File: src/rtl/scpct_pkg.sv
// Shared constants and types of the second-chance page cache tag manager.
`default_nettype none
package scpct_pkg;

	localparam int NUM_LINES = 16;
	localparam int PAGE_BITS = 20;
	localparam int LINE_W    = $clog2(NUM_LINES);
	localparam int CMD_W     = 2;
	localparam int STATUS_W  = 3;

	localparam logic [LINE_W-1:0] LAST_LINE = LINE_W'(NUM_LINES - 1);

	localparam int S_TDATA_W  = ((PAGE_BITS + 7) / 8) * 8;
	localparam int M_FIELDS_W = LINE_W + 1 + PAGE_BITS + 1;
	localparam int M_TDATA_W  = ((M_FIELDS_W + 7) / 8) * 8;

	localparam logic [CMD_W-1:0] CMD_READ  = 2'd0;
	localparam logic [CMD_W-1:0] CMD_WRITE = 2'd1;
	localparam logic [CMD_W-1:0] CMD_FLUSH = 2'd2;
	localparam logic [CMD_W-1:0] CMD_NONE  = 2'd3;

	localparam logic [STATUS_W-1:0] ST_HIT   = 3'd0;
	localparam logic [STATUS_W-1:0] ST_FREE  = 3'd1;
	localparam logic [STATUS_W-1:0] ST_EVICT = 3'd2;
	localparam logic [STATUS_W-1:0] ST_RANGE = 3'd3;
	localparam logic [STATUS_W-1:0] ST_FLUSH = 3'd4;

	typedef struct packed {
		logic                 re;
		logic                 we;
		logic [LINE_W-1:0]    addr;
		logic [PAGE_BITS-1:0] wdata;
	} ram_req_t;

	typedef struct packed {
		logic                 vld;
		logic [STATUS_W-1:0]  status;
		logic [LINE_W-1:0]    line;
		logic                 ev_valid;
		logic [PAGE_BITS-1:0] ev_page;
		logic                 wb;
		logic                 last;
	} result_t;

endpackage
`default_nettype wire

File: src/rtl/scpct_ram.sv
// Generic single-port synchronous RAM with registered read.
`default_nettype none
module scpct_ram #(
	parameter int WIDTH = 8,
	parameter int DEPTH = 16
) (
	input  wire logic                     clk,
	input  wire logic                     we,
	input  wire logic                     re,
	input  wire logic [$clog2(DEPTH)-1:0] addr,
	input  wire logic [WIDTH-1:0]         wdata,
	output logic      [WIDTH-1:0]         rdata
);

	logic [WIDTH-1:0] mem [DEPTH];

	always_ff @(posedge clk) begin
		if (we) begin
			mem[addr] <= wdata;
		end
		if (re) begin
			rdata <= mem[addr];
		end
	end

endmodule
`default_nettype wire

File: src/rtl/scpct_ctrl.sv
// Sequencer: range check, tag scan, free-line fill, clock sweep, flush, line status bits.
`default_nettype none
module scpct_ctrl import scpct_pkg::*; (
	input  wire logic                 clk,
	input  wire logic                 arst_n,
	input  wire logic                 cfg_we,
	input  wire logic [PAGE_BITS-1:0] cfg_wdata,
	input  wire logic                 in_valid,
	output logic                      in_ready,
	input  wire logic [CMD_W-1:0]     in_cmd,
	input  wire logic [PAGE_BITS-1:0] in_page,
	input  wire logic                 out_free,
	output ram_req_t                  ram_req,
	input  wire logic [PAGE_BITS-1:0] ram_rdata,
	output result_t                   res
);

	localparam logic [3:0] S_IDLE  = 4'd0;
	localparam logic [3:0] S_SCAN  = 4'd1;
	localparam logic [3:0] S_HIT   = 4'd2;
	localparam logic [3:0] S_MISS  = 4'd3;
	localparam logic [3:0] S_SWEEP = 4'd4;
	localparam logic [3:0] S_EVICT = 4'd5;
	localparam logic [3:0] S_RANGE = 4'd6;
	localparam logic [3:0] S_FL_RD = 4'd7;
	localparam logic [3:0] S_FL_EM = 4'd8;

	logic [3:0]           state_q;
	logic [CMD_W-1:0]     cmd_q;
	logic [PAGE_BITS-1:0] page_q;
	logic [PAGE_BITS-1:0] max_page_q;
	logic [LINE_W-1:0]    rd_cnt_q;
	logic                 cmp_vld_s1;
	logic [LINE_W-1:0]    cmp_idx_s1;
	logic                 free_found_q;
	logic [LINE_W-1:0]    free_idx_q;
	logic [LINE_W-1:0]    hit_idx_q;
	logic [LINE_W-1:0]    hand_q;
	logic [NUM_LINES-1:0] valid_q;
	logic [NUM_LINES-1:0] ref_q;
	logic [NUM_LINES-1:0] dirty_q;

	logic              hit_now;
	logic              scan_end;
	logic [LINE_W-1:0] hand_nx;
	logic [LINE_W-1:0] rd_cnt_nx;

	assign in_ready  = (state_q == S_IDLE);
	assign hit_now   = (state_q == S_SCAN) && cmp_vld_s1 && valid_q[cmp_idx_s1]
	                   && (ram_rdata == page_q);
	assign scan_end  = (state_q == S_SCAN) && cmp_vld_s1 && (cmp_idx_s1 == LAST_LINE)
	                   && !hit_now;
	assign hand_nx   = (hand_q == LAST_LINE) ? '0 : hand_q + 1'b1;
	assign rd_cnt_nx = (rd_cnt_q == LAST_LINE) ? '0 : rd_cnt_q + 1'b1;

	always_comb begin
		ram_req = '0;
		res     = '0;
		unique case (state_q)
			S_SCAN: begin
				ram_req.re   = 1'b1;
				ram_req.addr = rd_cnt_q;
			end
			S_HIT: begin
				res.vld    = out_free;
				res.status = ST_HIT;
				res.line   = hit_idx_q;
				res.last   = 1'b1;
			end
			S_MISS: begin
				if (free_found_q && out_free) begin
					ram_req.we    = 1'b1;
					ram_req.addr  = free_idx_q;
					ram_req.wdata = page_q;
					res.vld       = 1'b1;
					res.status    = ST_FREE;
					res.line      = free_idx_q;
					res.last      = 1'b1;
				end
			end
			S_SWEEP: begin
				// victim found: fetch its tag for the eviction report
				if (!ref_q[hand_nx]) begin
					ram_req.re   = 1'b1;
					ram_req.addr = hand_nx;
				end
			end
			S_EVICT: begin
				if (out_free) begin
					ram_req.we    = 1'b1;
					ram_req.addr  = hand_q;
					ram_req.wdata = page_q;
					res.vld       = 1'b1;
					res.status    = ST_EVICT;
					res.line      = hand_q;
					res.ev_valid  = 1'b1;
					res.ev_page   = ram_rdata;
					res.wb        = dirty_q[hand_q];
					res.last      = 1'b1;
				end
			end
			S_RANGE: begin
				res.vld    = out_free;
				res.status = ST_RANGE;
				res.last   = 1'b1;
			end
			S_FL_RD: begin
				ram_req.re   = 1'b1;
				ram_req.addr = rd_cnt_q;
			end
			S_FL_EM: begin
				res.vld      = out_free;
				res.status   = ST_FLUSH;
				res.line     = rd_cnt_q;
				res.ev_valid = valid_q[rd_cnt_q];
				res.ev_page  = valid_q[rd_cnt_q] ? ram_rdata : '0;
				res.wb       = valid_q[rd_cnt_q] & dirty_q[rd_cnt_q];
				res.last     = (rd_cnt_q == LAST_LINE);
			end
			default: begin
			end
		endcase
	end

	// payload registers
	always_ff @(posedge clk) begin
		cmp_idx_s1 <= rd_cnt_q;
		if (state_q == S_IDLE && in_valid) begin
			cmd_q  <= in_cmd;
			page_q <= in_page;
		end
		if (hit_now) begin
			hit_idx_q <= cmp_idx_s1;
		end
		if (state_q == S_SCAN && cmp_vld_s1 && !valid_q[cmp_idx_s1] && !free_found_q) begin
			free_idx_q <= cmp_idx_s1;
		end
	end

	always_ff @(posedge clk or negedge arst_n) begin
		if (!arst_n) begin
			state_q      <= S_IDLE;
			max_page_q   <= '1;
			rd_cnt_q     <= '0;
			cmp_vld_s1   <= 1'b0;
			free_found_q <= 1'b0;
			hand_q       <= LAST_LINE;
			valid_q      <= '0;
			ref_q        <= '0;
			dirty_q      <= '0;
		end else begin
			if (cfg_we) begin
				max_page_q <= cfg_wdata;
			end
			cmp_vld_s1 <= (state_q == S_SCAN) && !hit_now && !scan_end;
			unique case (state_q)
				S_IDLE: begin
					rd_cnt_q     <= '0;
					free_found_q <= 1'b0;
					if (in_valid) begin
						unique case (in_cmd)
							CMD_FLUSH: state_q <= S_FL_RD;
							CMD_NONE:  state_q <= S_IDLE;
							default: begin
								state_q <= (in_page > max_page_q) ? S_RANGE : S_SCAN;
							end
						endcase
					end
				end
				S_SCAN: begin
					rd_cnt_q <= rd_cnt_nx;
					if (cmp_vld_s1 && !valid_q[cmp_idx_s1]) begin
						free_found_q <= 1'b1;
					end
					if (hit_now) begin
						state_q <= S_HIT;
					end else if (scan_end) begin
						state_q <= S_MISS;
					end
				end
				S_HIT: begin
					if (out_free) begin
						ref_q[hit_idx_q] <= 1'b1;
						if (cmd_q == CMD_WRITE) begin
							dirty_q[hit_idx_q] <= 1'b1;
						end
						state_q <= S_IDLE;
					end
				end
				S_MISS: begin
					if (!free_found_q) begin
						state_q <= S_SWEEP;
					end else if (out_free) begin
						valid_q[free_idx_q] <= 1'b1;
						ref_q[free_idx_q]   <= 1'b1;
						dirty_q[free_idx_q] <= (cmd_q == CMD_WRITE);
						state_q             <= S_IDLE;
					end
				end
				S_SWEEP: begin
					hand_q <= hand_nx;
					if (ref_q[hand_nx]) begin
						ref_q[hand_nx] <= 1'b0;
					end else begin
						state_q <= S_EVICT;
					end
				end
				S_EVICT: begin
					if (out_free) begin
						valid_q[hand_q] <= 1'b1;
						ref_q[hand_q]   <= 1'b1;
						dirty_q[hand_q] <= (cmd_q == CMD_WRITE);
						state_q         <= S_IDLE;
					end
				end
				S_RANGE: begin
					if (out_free) begin
						state_q <= S_IDLE;
					end
				end
				S_FL_RD: begin
					state_q <= S_FL_EM;
				end
				S_FL_EM: begin
					if (out_free) begin
						valid_q[rd_cnt_q] <= 1'b0;
						ref_q[rd_cnt_q]   <= 1'b0;
						dirty_q[rd_cnt_q] <= 1'b0;
						rd_cnt_q          <= rd_cnt_nx;
						state_q           <= (rd_cnt_q == LAST_LINE) ? S_IDLE : S_FL_RD;
					end
				end
				default: begin
					state_q <= S_IDLE;
				end
			endcase
		end
	end

	a_res_when_free: assert property (@(posedge clk) disable iff (!arst_n)
		res.vld |-> out_free)
		else $error("result word issued while output register busy");

	a_sweep_all_valid: assert property (@(posedge clk) disable iff (!arst_n)
		(state_q == S_SWEEP) |-> (&valid_q))
		else $error("clock sweep started with a free line present");

	a_victim_unref: assert property (@(posedge clk) disable iff (!arst_n)
		(state_q == S_EVICT) |-> !ref_q[hand_q])
		else $error("victim line still referenced");

	a_flush_clears: assert property (@(posedge clk) disable iff (!arst_n)
		(state_q == S_FL_EM && out_free && rd_cnt_q == LAST_LINE)
		|=> (valid_q == '0 && ref_q == '0 && dirty_q == '0))
		else $error("lines left valid after flush");

endmodule
`default_nettype wire

File: src/rtl/scpct_out.sv
// Output register of the result stream.
`default_nettype none
module scpct_out import scpct_pkg::*; (
	input  wire logic                 clk,
	input  wire logic                 arst_n,
	input  result_t                   res,
	output logic                      out_free,
	output logic                      m_axis_tvalid,
	input  wire logic                 m_axis_tready,
	output logic [M_TDATA_W-1:0]      m_axis_tdata,
	output logic [STATUS_W-1:0]       m_axis_tuser,
	output logic                      m_axis_tlast
);

	logic                  vld_q;
	logic [STATUS_W-1:0]   status_q;
	logic [M_FIELDS_W-1:0] fields_q;
	logic                  last_q;

	assign out_free      = !vld_q || m_axis_tready;
	assign m_axis_tvalid = vld_q;
	assign m_axis_tdata  = M_TDATA_W'(fields_q);
	assign m_axis_tuser  = status_q;
	assign m_axis_tlast  = last_q;

	always_ff @(posedge clk or negedge arst_n) begin
		if (!arst_n) begin
			vld_q <= 1'b0;
		end else if (res.vld) begin
			vld_q <= 1'b1;
		end else if (m_axis_tready) begin
			vld_q <= 1'b0;
		end
	end

	always_ff @(posedge clk) begin
		if (res.vld) begin
			status_q <= res.status;
			fields_q <= {res.wb, res.ev_page, res.ev_valid, res.line};
			last_q   <= res.last;
		end
	end

endmodule
`default_nettype wire

File: src/rtl/second_chance_page_cache_tags_top.sv
// Top level of the second-chance page cache tag manager.
// Tags of a fully associative page cache of NUM_LINES lines with clock replacement. A read
// or write takes one word on the slave side and gives one result word; a flush gives one
// word per line, line 0 first, tlast on the final one. Items are handled one at a time.
// The tags sit in a single-port RAM that is scanned one line per cycle, ending early when a
// line hits. On a miss with every line valid, the clock hand then sweeps reference bits to
// find a victim. Out-of-range requests skip the scan, and a flush does one RAM read per
// reported line. Valid, referenced and dirty bits are flip-flops cleared by reset, so no
// clearing pass is needed. A result waiting in the output register stalls the sequencer
// only when the next result is due.
`default_nettype none
module second_chance_page_cache_tags_top import scpct_pkg::*; (
	input  wire logic                 clk,
	input  wire logic                 arst_n,
	input  wire logic                 cfg_we,
	input  wire logic [PAGE_BITS-1:0] cfg_wdata,     // max_page
	input  wire logic                 s_axis_tvalid,
	output logic                      s_axis_tready,
	input  wire logic [S_TDATA_W-1:0] s_axis_tdata,  // page_number
	input  wire logic [CMD_W-1:0]     s_axis_tuser,  // cmd
	output logic                      m_axis_tvalid,
	input  wire logic                 m_axis_tready,
	// line_index, evicted_valid, evicted_page, needs_writeback
	output logic [M_TDATA_W-1:0]      m_axis_tdata,
	output logic [STATUS_W-1:0]       m_axis_tuser,  // status
	output logic                      m_axis_tlast
);

	ram_req_t             ram_req;
	logic [PAGE_BITS-1:0] ram_rdata;
	result_t              res;
	logic                 out_free;

	scpct_ram #(
		.WIDTH(PAGE_BITS),
		.DEPTH(NUM_LINES)
	) u_tags (
		.clk  (clk),
		.we   (ram_req.we),
		.re   (ram_req.re),
		.addr (ram_req.addr),
		.wdata(ram_req.wdata),
		.rdata(ram_rdata)
	);

	scpct_ctrl u_ctrl (
		.clk      (clk),
		.arst_n   (arst_n),
		.cfg_we   (cfg_we),
		.cfg_wdata(cfg_wdata),
		.in_valid (s_axis_tvalid),
		.in_ready (s_axis_tready),
		.in_cmd   (s_axis_tuser),
		.in_page  (s_axis_tdata[PAGE_BITS-1:0]),
		.out_free (out_free),
		.ram_req  (ram_req),
		.ram_rdata(ram_rdata),
		.res      (res)
	);

	scpct_out u_out (
		.clk          (clk),
		.arst_n       (arst_n),
		.res          (res),
		.out_free     (out_free),
		.m_axis_tvalid(m_axis_tvalid),
		.m_axis_tready(m_axis_tready),
		.m_axis_tdata (m_axis_tdata),
		.m_axis_tuser (m_axis_tuser),
		.m_axis_tlast (m_axis_tlast)
	);

endmodule
`default_nettype wire

File: config.mk
export PLATFORM = sky130hd
export DESIGN_NAME = second_chance_page_cache_tags_top
export DESIGN_NICKNAME = d
export VERILOG_FILES = /design/src/rtl/scpct_pkg.sv /design/src/rtl/scpct_ram.sv /design/src/rtl/scpct_ctrl.sv /design/src/rtl/scpct_out.sv /design/src/rtl/second_chance_page_cache_tags_top.sv
export SDC_FILE = /design/constraint.sdc
export NUM_CORES = 1
export LEC_CHECK = 0
export BUFFER_PORTS_ARGS = -buffer_cell sky130_fd_sc_hd__buf_4
export CAP_MARGIN = 40
export CORE_UTILIZATION = 50
export DETAILED_ROUTE_END_ITERATION = 10
export PLACE_DENSITY = 0.65
export SLEW_MARGIN = 5
export SYNTH_ARGS = -nofsm -noshare
export SYNTH_HDL_FRONTEND = slang
export SYNTH_SLANG_ARGS = --single-unit
File: constraint.sdc
create_clock -name clk -period 4.9 [get_ports clk]
set_clock_uncertainty 0.2 [all_clocks]
set_input_delay 0.98 -clock clk [delete_from_list [all_inputs] [get_ports clk]]
set_output_delay 0.98 -clock clk [all_outputs]
set_load 0.05 [all_outputs]
## Word level (Yosys, flattened, before mapping)

Memories as Yosys holds them, arrays and structs flattened. A register that Yosys moved wholly into a read port is not among the register bits.
Cells that the tools add are included.

- Multiplexer cells: 78
- Equal/unequal tests: 26
- Bitwise logic cells: 13
- $add $sub $neg: 2
- Reduce and logical (&&, ||, !) cells: 39
- Magnitude comparators: 12

Operator list:

| kind | count |
|---|---|
| 16-bit two-way mux | 16 |
| 16-bit OR | 6 |
| 16-bit case mux with 5 select lines | 1 |
| 16-bit bitwise AND | 4 |
| 16-bit case mux with 4 select lines | 1 |
| 25-bit two-way mux | 2 |
| 16-bit case mux with 3 select lines | 1 |
| 4-bit two-way mux | 11 |
| 22-bit case mux with 2 select lines | 1 |
| 20-bit case mux with 2 select lines | 1 |
| 16-bit bitwise mux | 2 |
| 16-bit inverter | 2 |
| 4-bit case mux with 4 select lines | 2 |
| 31-bit two-way mux | 1 |
| 4-bit by 5-bit < comparator with 1-bit output, second input constant | 6 |
| 4-bit case mux with 7 select lines | 1 |
| 1-bit binary-select mux with 4-bit select | 5 |
| 1-bit demux with 4-bit select | 5 |
| 20-bit equality test | 1 |
| 4-bit by 1-bit >= comparator with 1-bit output, second input constant | 5 |
| 20-bit greater-than comparator | 1 |
| 20-bit two-way mux | 1 |
| 4-bit case mux with 5 select lines | 1 |
| 1-bit logical AND | 17 |
| other kinds (31) | 76 |

- Flip-flop bits (word level): 147
- Input bits: 51
- Logic and storage cells: 189
- Memories: 1
- RAM bits: 320
- Output and inout port bits: 38

Memory list:

| name | words | bits a word | rd ports | clocked after memory_dff | write ports | line | source |
|---|---|---|---|---|---|---|---|
| u_tags.mem | 16 | 20 | 1 | 1 | 1 | scpct_ram.sv:15 | `logic [WIDTH-1:0] mem [DEPTH];` |

## Depth between registers and ports, before layout

Gate-level depths: netlist of the first run.

- Word-level depth: 10
- Gate-level depth with buffers: 15
- Depth with buffers taken out: 11

## Hierarchy

A second synthesis of the first run with hierarchy kept.

- Cell total of the unflattened synthesis: 1,450
- Area total of the unflattened synthesis: 21,799.7 um^2

Modules (own cells, without submodules):

| module | cells each | instances | area each (um^2) | sequential area each (um^2) |
|---|---|---|---|---|
| scpct_ram | 535 | 1 | 12,722.2 | 10,209.8 |
| scpct_ctrl | 875 | 1 | 8,080.2 | 3,062.9 |
| scpct_out | 40 | 1 | 997.2 | 925.9 |

## Least setup slack after synthesis of the first run

OpenSTA, ideal clock, no wires.

- Path type: register to register
- Start point: register u_ctrl.hand_q[0]
- End point: memory u_tags.mem[13][0] (netlist bit), enable pin
- Cell stages (with the launch flop): 15
- Buffers on the path: 5
- Arrival time: 4.568 ns
- Period minus slack after synthesis: 5.190 ns
- Required time: 4.278 ns
- Path slack: -0.290 ns
- Setup time: 0.422 ns
- Cell sequence: dfstp_2 > buf_4 > inv_1 > ha_1 > buf_2 > mux4_2 > inv_1 > o22a_1 > buf_4 > nand3_1 > o21a_1 > clkbuf_1 > buf_2 > or2_1 > nor3_1

- Longest elaborated chain between the ends: 6
- Elaborated cells on any way between the ends: 8
- Classes of those cells: add/sub (1); eq/ne (1); mux (6)

Ends and longest elaborated chain:

| item | line | source |
|---|---|---|
| start, declared | scpct_ctrl.sv:38 | `logic [LINE_W-1:0] hand_q;` |
| start signal, assigned | scpct_ctrl.sv:201 | `hand_q <= hand_nx;` |
| 4-bit by 1-bit adder with 4-bit output / 4-bit equality test (equally long branches) | scpct_ctrl.sv:53 | `assign hand_nx = (hand_q == LAST_LINE) ? '0 : hand_q + 1'b1;` |
| 4-bit two-way mux * | scpct_ctrl.sv:53 |  |
| via u_ctrl.hand_nx[1] | scpct_ctrl.sv:45 | `logic [LINE_W-1:0] hand_nx;` |
| 1-bit binary-select mux with 4-bit select | scpct_ctrl.sv:83 | `if (!ref_q[hand_nx]) begin` |
| 1-bit two-way mux (not written as such) | scpct_ctrl.sv:83 |  |
| 4-bit two-way mux * | scpct_ctrl.sv:83 |  |
| 4-bit case mux with 4 select lines * | scpct_ctrl.sv:59 | `unique case (state_q)` |
| end, declared | scpct_ram.sv:15 |  |

The timed path passes the listed nets; every way through them passes the cells marked *. The select of a mux whose other input is x is not followed.

## Worst setup path after layout of the first run

- Start point: register u_ctrl.hand_q[0]
- End point: register u_tags.rdata[18] (read register of u_tags.mem), data pin

- Longest elaborated chain between the ends: 6
- Elaborated cells on any way between the ends: 10
- Classes of those cells: add/sub (1); eq/ne (1); mux (8)

Ends and longest elaborated chain:

| item | line | source |
|---|---|---|
| 4-bit by 1-bit adder with 4-bit output / 4-bit equality test (equally long branches) | scpct_ctrl.sv:53 |  |
| 4-bit two-way mux * | scpct_ctrl.sv:53 |  |
| via u_ctrl.hand_nx[1] | scpct_ctrl.sv:45 |  |
| 1-bit binary-select mux with 4-bit select | scpct_ctrl.sv:83 |  |
| 1-bit two-way mux (not written as such) | scpct_ctrl.sv:83 |  |
| 4-bit two-way mux / 1-bit two-way mux (equally long branches) | scpct_ctrl.sv:83 |  |
| 4-bit case mux with 4 select lines / 1-bit case mux with 2 select lines (equally long branches) | scpct_ctrl.sv:59 |  |
| end, declared | scpct_ram.sv:12 | `output logic [WIDTH-1:0] rdata` |

Marks and branches as above.
A chain may end at the register's enable or synchronous reset.

==> results of run 1 <==
[registers in the layout, summed over array words and instances, names as in the netlist]
name and flops:
u_ctrl.hand_q 4, u_ctrl.free_found_q 1, u_ctrl.ref_q 16, u_tags.rdata 20, u_ctrl.max_page_q 20, u_ctrl.dirty_q 16, u_out.m_axis_tuser 3, u_ctrl.valid_q 16
u_ctrl.cmp_idx_s1 4, u_ctrl.hit_idx_q 4, u_ctrl.page_q 20, u_ctrl.cmp_vld_s1 1, u_ctrl.state_q 4, u_out.m_axis_tlast 1, u_out.m_axis_tvalid 1, u_ctrl.free_idx_q 4
u_ctrl.cmd_q 2, u_out.fields_q 26, u_ctrl.rd_cnt_q 4, u_tags.mem 320
[cell type report]
class,instances,area (sq um),share of cell area
inverters,33,124,0.00487
clock inverters,34,387,0.0152
multi-input cells,1147,7310,0.287
repair buffers,148,1360,0.0533
clock buffers,61,1330,0.0524
well taps,585,732,0.0288
flip-flops and latches,487,14200,0.558
[cells in the final DEF (no fill, tap or decap), drive strengths merged, types with 5 or more instances in the layout]
master | netlist | layout
edfxtp | 400 | 400
nand3 | 254 | 254
buf | 52 | 148
a21oi | 136 | 136
o21ai | 112 | 112
nand2 | 106 | 106
nand4 | 92 | 92
nor2 | 63 | 63
clkbuf | 91 | 61
dfrtp | 59 | 59
a211oi | 41 | 41
nor2b | 35 | 35
inv | 33 | 34
ha | 31 | 31
nor3 | 29 | 29
a22oi | 24 | 24
dfstp | 24 | 24
clkinv | 0 | 24
xnor2 | 23 | 23
and2 | 22 | 22
mux4 | 22 | 22
and4 | 21 | 21
nand2b | 18 | 18
o22a | 13 | 13
o41ai | 12 | 12
a21o | 8 | 8
o22ai | 7 | 7
conb | 1 | 6
bufinv | 0 | 6
a32oi | 5 | 5
a31oi | 5 | 5
[through the flow]
stage,power [mW],hold slack (ns)
global placement,9.81,0.282
global route,14.4,0.169
finish,13.8,0.143
detailed placement,9.91,0.290
CTS,13.8,0.141
floorplan,8.34,0.145
[kinds of logic (layout without fill, tap and decap cells)]
kind of cell,count (synthesis),count (layout),synth area share
AND/OR/NAND/NOR,662,662,0.156
flip-flops,487,487,0.644
AO/OA/AOI/OAI,398,398,0.114
buffers and inverters,176,276,0.0340
adder cells (fa/ha/maj),31,31,0.0176
XOR/XNOR,25,25,0.00993
multiplexers,25,25,0.0239
other,1,6,0.000170
[metal layers]
| metal | GRT usage | up-vias | part of all wire |
|---|---|---|---|
| li1 | - | 7056 | - |
| met1 | 0.406 | 7910 | 0.43 |
| met2 | 0.430 | 833 | 0.46 |
| met3 | 0.0462 | 102 | 0.091 |
| met4 | 0.0697 | 0 | 0.020 |
| met5 | 0 | - | 0 |
[how the worst max path moves through the flow]
stage | end | from | slack [ns] | depth (start not counted)
final | u_tags.rdata[18]$_DFFE_PP_ | u_ctrl.hand_q[0]$_DFFE_PN1P_ | 0.49 | 12
after global routing | u_tags.mem[8][3]$_DFFE_PP_ | u_ctrl.hand_q[0]$_DFFE_PN1P_ | 0.28 | 11
after CTS | u_tags.mem[8][3]$_DFFE_PP_ | u_ctrl.hand_q[0]$_DFFE_PN1P_ | 0.48 | 11
after detailed placement | u_tags.rdata[17]$_DFFE_PP_ | u_ctrl.hand_q[0]$_DFFE_PN1P_ | 0.49 | 12
after global placement | u_tags.rdata[18]$_DFFE_PP_ | u_ctrl.hand_q[0]$_DFFE_PN1P_ | 0.54 | 12
after floorplan | u_tags.mem[13][0]$_DFFE_PP_ | u_ctrl.hand_q[0]$_DFFE_PN1P_ | -0.29 | 14
[report_power, final]
part	switching, mW	internal [mW]
clock network	1.65	2.28
logic	2.92	1.35
registers	0.480	5.14
total	5.04	8.77
==> results_dict.tcl, run 1 <==
set metrics [dict create \
    routedWlPerCell_um 24.8 \
    dieArea_sq_um 44900 \
    post-route-period-util 0.901 \
    clkTransAtPathRegs_ns 0.07 \
    ys.flop_type "edfxtp_1" \
    cts_tree "yes" \
    grt_pass1_wl_mm 93.0 \
    synthTopCellsByCount "edfxtp_1, nand3_1, a21oi_1" \
    fin_util 0.588 \
    min_path_type "input port to asynchronous set/reset pin" \
    ctsHoldBuffers 0 \
    cellPowerDensity_nw_per_um2 543 \
    area_growth_pct 15.4 \
    fin_area_sq_um 25400 \
    arrival_ns 4.54 \
    fin_setup_tns_ns 0 \
    seq_area_frac_synth 0.644 \
    chipHeight_um 212 \
    h-tree-depth 2 \
    outcome "complete, no violations" \
    final_cells 2495 \
    setup_violations 0 \
    track_usage 0.277 \
    drc_errors 0 \
    reg2reg_slack_ns 0.49 \
    synth_area_sq_um 22000 \
    post_cts_buffers 0 \
    period_minus_slack_ns 4.41 \
    ys_warn_count 0 \
    synth-edff-count 400 \
    peakVddDrop_v 0.000312 \
    drv_slew 0 \
    vias_per_cell 6.37 \
    antenna_found_initial 0 \
    place.gp.congestion 0.904 \
    coreArea_sq_um 43300 \
    finalWorstSetupSlack_ns 0.486 \
    cts_buffers 51 \
    drt_wl_total_mm 61.9 \
    die_w_um 212 \
    ys_types 72 \
    clock_latency_ns 0.62 \
    final_nets 1950 \
    cts_buffer_depth 3 \
    synth_top_area_frac 0.545 \
    grt_pass1_vias 15200 \
    critPathLaunchType "flop" \
    insertedDiodeCount 0 \
    grt_overflow 0 \
    reg2reg_depth 12 \
    placed_area_sq_um 23700 \
    dp_worst_setup_slack_ns 0.489 \
    synthCells 1805 \
    p_leak_nw 8.59 \
    crit_family "compound AO/OA/AOI/OAI gates" \
    first_iter_violations 1985 \
    io_pins 89 \
    ys_ff_latch 487 \
    port_buffers 78 \
    cts_num_sinks 487 \
    cts-root-buf "clkbuf_16" \
    worst_path_max_delay_cell "o31ai_4" \
    worstMarginPinSlew_ns 0.973 \
    dpl.hpwl_mm 38.7 \
    cp_slowest_stage_delay_ns 0.76 \
    synth_top_area_cell "edfxtp_1" \
    grt_max_degree 81 \
    max_freq_mhz 227 \
    cp_common_cell "a21oi_1" \
    rsz0062_at_grt "false" \
    path_cells "inv_1, ha_1, a21oi_1, o221ai_2, a211oi_1, a221oi_4, o31ai_4, o211ai_1, buf_4, a21oi_1, nand4_1, and4_1" \
    first_pass_iters 7 \
    cp-end-kind "flop" \
    hold_viol 0 \
    drv_cap 0 \
    critical_path_class "flop to flop" \
    dpl.cell_count 2400 \
    ys_async_sr_fraction 0.170 \
    critPathBufInv 2 \
    reg2reg_from "u_ctrl.hand_q[0]$_DFFE_PN1P_" \
    crit_path_max_fanout 24 \
    avgSynthCellArea_sq_um 12.2 \
    drive_above_1_share 0.163 \
    routed-via-count 15900 \
    post_cts_resize_count 0 \
    nFillCells 3444 \
    relSlewSlack 0.347 \
    crit_required_ns 5.03 \
    synth_area_leaders "edfxtp_1, dfrtp_1, nand3_1" \
    rows 76 \
    r2r_end "u_tags.rdata[18]$_DFFE_PP_" \
    start_util 0.510 \
    ant_nets 0 \
    yosysMostFrequentCell "edfxtp_1" \
]
No activity file was read; power rests on OpenSTA's default activity.
==> run 2, diff against run 1 <==
--- a/config.mk
+++ b/config.mk
@@ -9,7 +9,7 @@
 export CAP_MARGIN = 40
 export CORE_UTILIZATION = 50
 export DETAILED_ROUTE_END_ITERATION = 10
-export PLACE_DENSITY = 0.65
+export PLACE_DENSITY = 0.63
 export SLEW_MARGIN = 5
 export SYNTH_ARGS = -nofsm -noshare
 export SYNTH_HDL_FRONTEND = slang
==> constraint.sdc (replaced) <==
create_clock -name clk -period 4.1 [get_ports clk]
set_clock_uncertainty 0.2 [all_clocks]
set_input_delay 0.82 -clock clk [delete_from_list [all_inputs] [get_ports clk]]
set_output_delay 0.82 -clock clk [all_outputs]
set_load 0.05 [all_outputs]
==> results_dict.tcl, run 2 (synthesis results as in run 1) <==
set metrics [dict create \
    placed_area_sq_um 24000 \
    area_growth_pct 17.3 \
    cts_num_sinks 487 \
    clock_latency_ns 0.62 \
    vias_per_cell 6.31 \
    first_iter_violations 2008 \
    routedWlPerCell_um 24.8 \
    final_cell_mix "edfxtp_1, nand3_1, buf_4" \
    rows 76 \
    peakVddDrop_v 0.000435 \
    reg2reg_from "u_ctrl.hand_q[0]$_DFFE_PN1P_" \
    critPathLaunchType "flop" \
    grt_max_degree 109 \
    top_regs "u_tags.mem x320, u_out.fields_q x26" \
    drv_cap 0 \
    ant_nets 0 \
    worst_path_max_delay_cell "dfstp_2" \
    worstMarginPinSlew_ns 0.978 \
    grt_pass1_wl_mm 93.8 \
    dpl.hpwl_mm 39.8 \
    whs_ns 0.201 \
    min_path_cells 1 \
    rsz0062_at_grt "false" \
    reg2reg_slack_ns 0.24 \
    die_w_um 212 \
    cp-startpoint "u_ctrl.hand_q[0]$_DFFE_PN1P_" \
    arrival_ns 3.96 \
    r2r_end "u_tags.mem[4][0]$_DFFE_PP_" \
    min_path_type "input port to flop" \
    crit_end "u_tags.mem[4][0]$_DFFE_PP_" \
    crit_required_ns 4.20 \
    clkTransAtPathRegs_ns 0.07 \
    relSlewSlack 0.343 \
    coreArea_sq_um 43300 \
    cp-end-kind "flop" \
    fin_area_sq_um 25900 \
    grt_pass1_vias 15600 \
    insertedDiodeCount 0 \
    max_flop_register "u_tags.mem" \
    post-route-period-util 0.941 \
    p_leak_nw 8.87 \
    largest_reg_flops 320 \
    drc_errors 0 \
    routed-via-count 16000 \
    hold_viol 0 \
    crit_path_max_fanout 26 \
    drv_slew 0 \
    final_nets 1986 \
    grt_overflow 0 \
    drt_wl_total_mm 62.7 \
    reg2reg_depth 12 \
    period_minus_slack_ns 3.86 \
    cellPowerDensity_nw_per_um2 656 \
    final_common_cell "edfxtp_1" \
    fin_setup_tns_ns 0 \
    start_util 0.510 \
    path_cells "inv_1, ha_4, nand2_1, o21ai_0, o21ai_1, a221oi_4, o21ai_4, a311oi_4, buf_12, nand2_2, nor3_4, buf_6" \
    port_buffers 78 \
    h-tree-depth 2 \
    critical_path_class "flop to flop" \
    post_cts_buffers 0 \
    cp_slowest_stage_delay_ns 0.58 \
    track_usage 0.281 \
    outcome "complete, no violations" \
    io_pins 89 \
    drive_above_1_share 0.185 \
    max_freq_mhz 259 \
    cts_buffers 51 \
    setup_violations 0 \
    place.gp.congestion 0.914 \
    cts_buffer_depth 3 \
    dieArea_sq_um 44900 \
    cts-root-buf "clkbuf_16" \
    chipHeight_um 212 \
    cts_tree "yes" \
    antenna_found_initial 2 \
    first_pass_iters 6 \
]
-- run 2: cell types whose count changed in the layout (fill, tap and decap cells not counted), sizes merged --
cell	change
buf	+35
bufinv	+4
clkbuf	-3
dlygate4sd3	+1
-- run 2: cell type report --
type,instances,area [sq um]
inverter,33,124
clock buffer,58,1320
timing repair buffer,184,1580
multi-input combinational,1147,7390
sequential,487,14200
tap,585,732
clock inverter,38,508
fill,3442,17400
-- run 2: report_power, final --
group / leakage (nW) / switching [mW] / internal [mW] / total [mW]
Clock: 0.891 / 2.01 / 2.97 / 4.99
Sequential: 4.87 / 0.579 / 6.14 / 6.72
Combinational: 3.11 / 3.51 / 1.73 / 5.24
-- run 2: metal layers --
layer	up-vias	track usage	share of wire
met5	-	0	0
met4	0	0.0967	0.030
met3	129	0.0508	0.094
met2	841	0.430	0.46
met1	7881	0.405	0.42
li1	7129	-	-
-- run 2: critical path: cells and delay by family (launching register included) --
family / cells / cell delay [ns]
AO/OA/AOI/OAI: 5 / 1.21
flip-flops: 1 / 0.58
buffers and inverters: 3 / 0.63
adder cells (fa/ha/maj): 1 / 0.37
AND/OR/NAND/NOR: 3 / 0.55
-- run 2: how the worst min path moves through the flow --
stage | start | to | slack, ns
final | s_axis_tdata[0] | u_ctrl.page_q[0]$_DFFE_PP_ | 0.20
after global routing | s_axis_tdata[0] | u_ctrl.page_q[0]$_DFFE_PP_ | 0.19
after CTS | s_axis_tdata[0] | u_ctrl.page_q[0]$_DFFE_PP_ | 0.17
after detailed placement | u_ctrl.valid_q[11]$_DFFE_PN0P_ | u_ctrl.valid_q[11]$_DFFE_PN0P_ | 0.30
after global placement | u_ctrl.valid_q[7]$_DFFE_PN0P_ | u_ctrl.valid_q[7]$_DFFE_PN0P_ | 0.28
after floorplan | u_ctrl.rd_cnt_q[2]$_DFFE_PN0P_ | u_ctrl.cmp_idx_s1[2]$_DFF_P_ | 0.15
-- run 2: timing repair --
item | in CTS | in global routing
hold endpoints to repair | 16 | 0
setup endpoints to repair | 0 | 42
hold buffers | 1 | 0
gates resized for setup | 0 | 3
-- run 2: through the flow --
stage | cells | power (mW) | util | setup WS (ns)
2_1_floorplan | 1810 | 10.0 | - | -0.156
3_3_place_gp | 2430 | 11.9 | 0.553 | 0.258
3_5_place_dp | 2435 | 12.0 | 0.555 | 0.166
4_1_cts | 2532 | 17.0 | 0.597 | 0.152
5_1_grt | 2532 | 17.6 | 0.598 | 0.0809
6_report | 2532 | 17.0 | 0.598 | 0.243
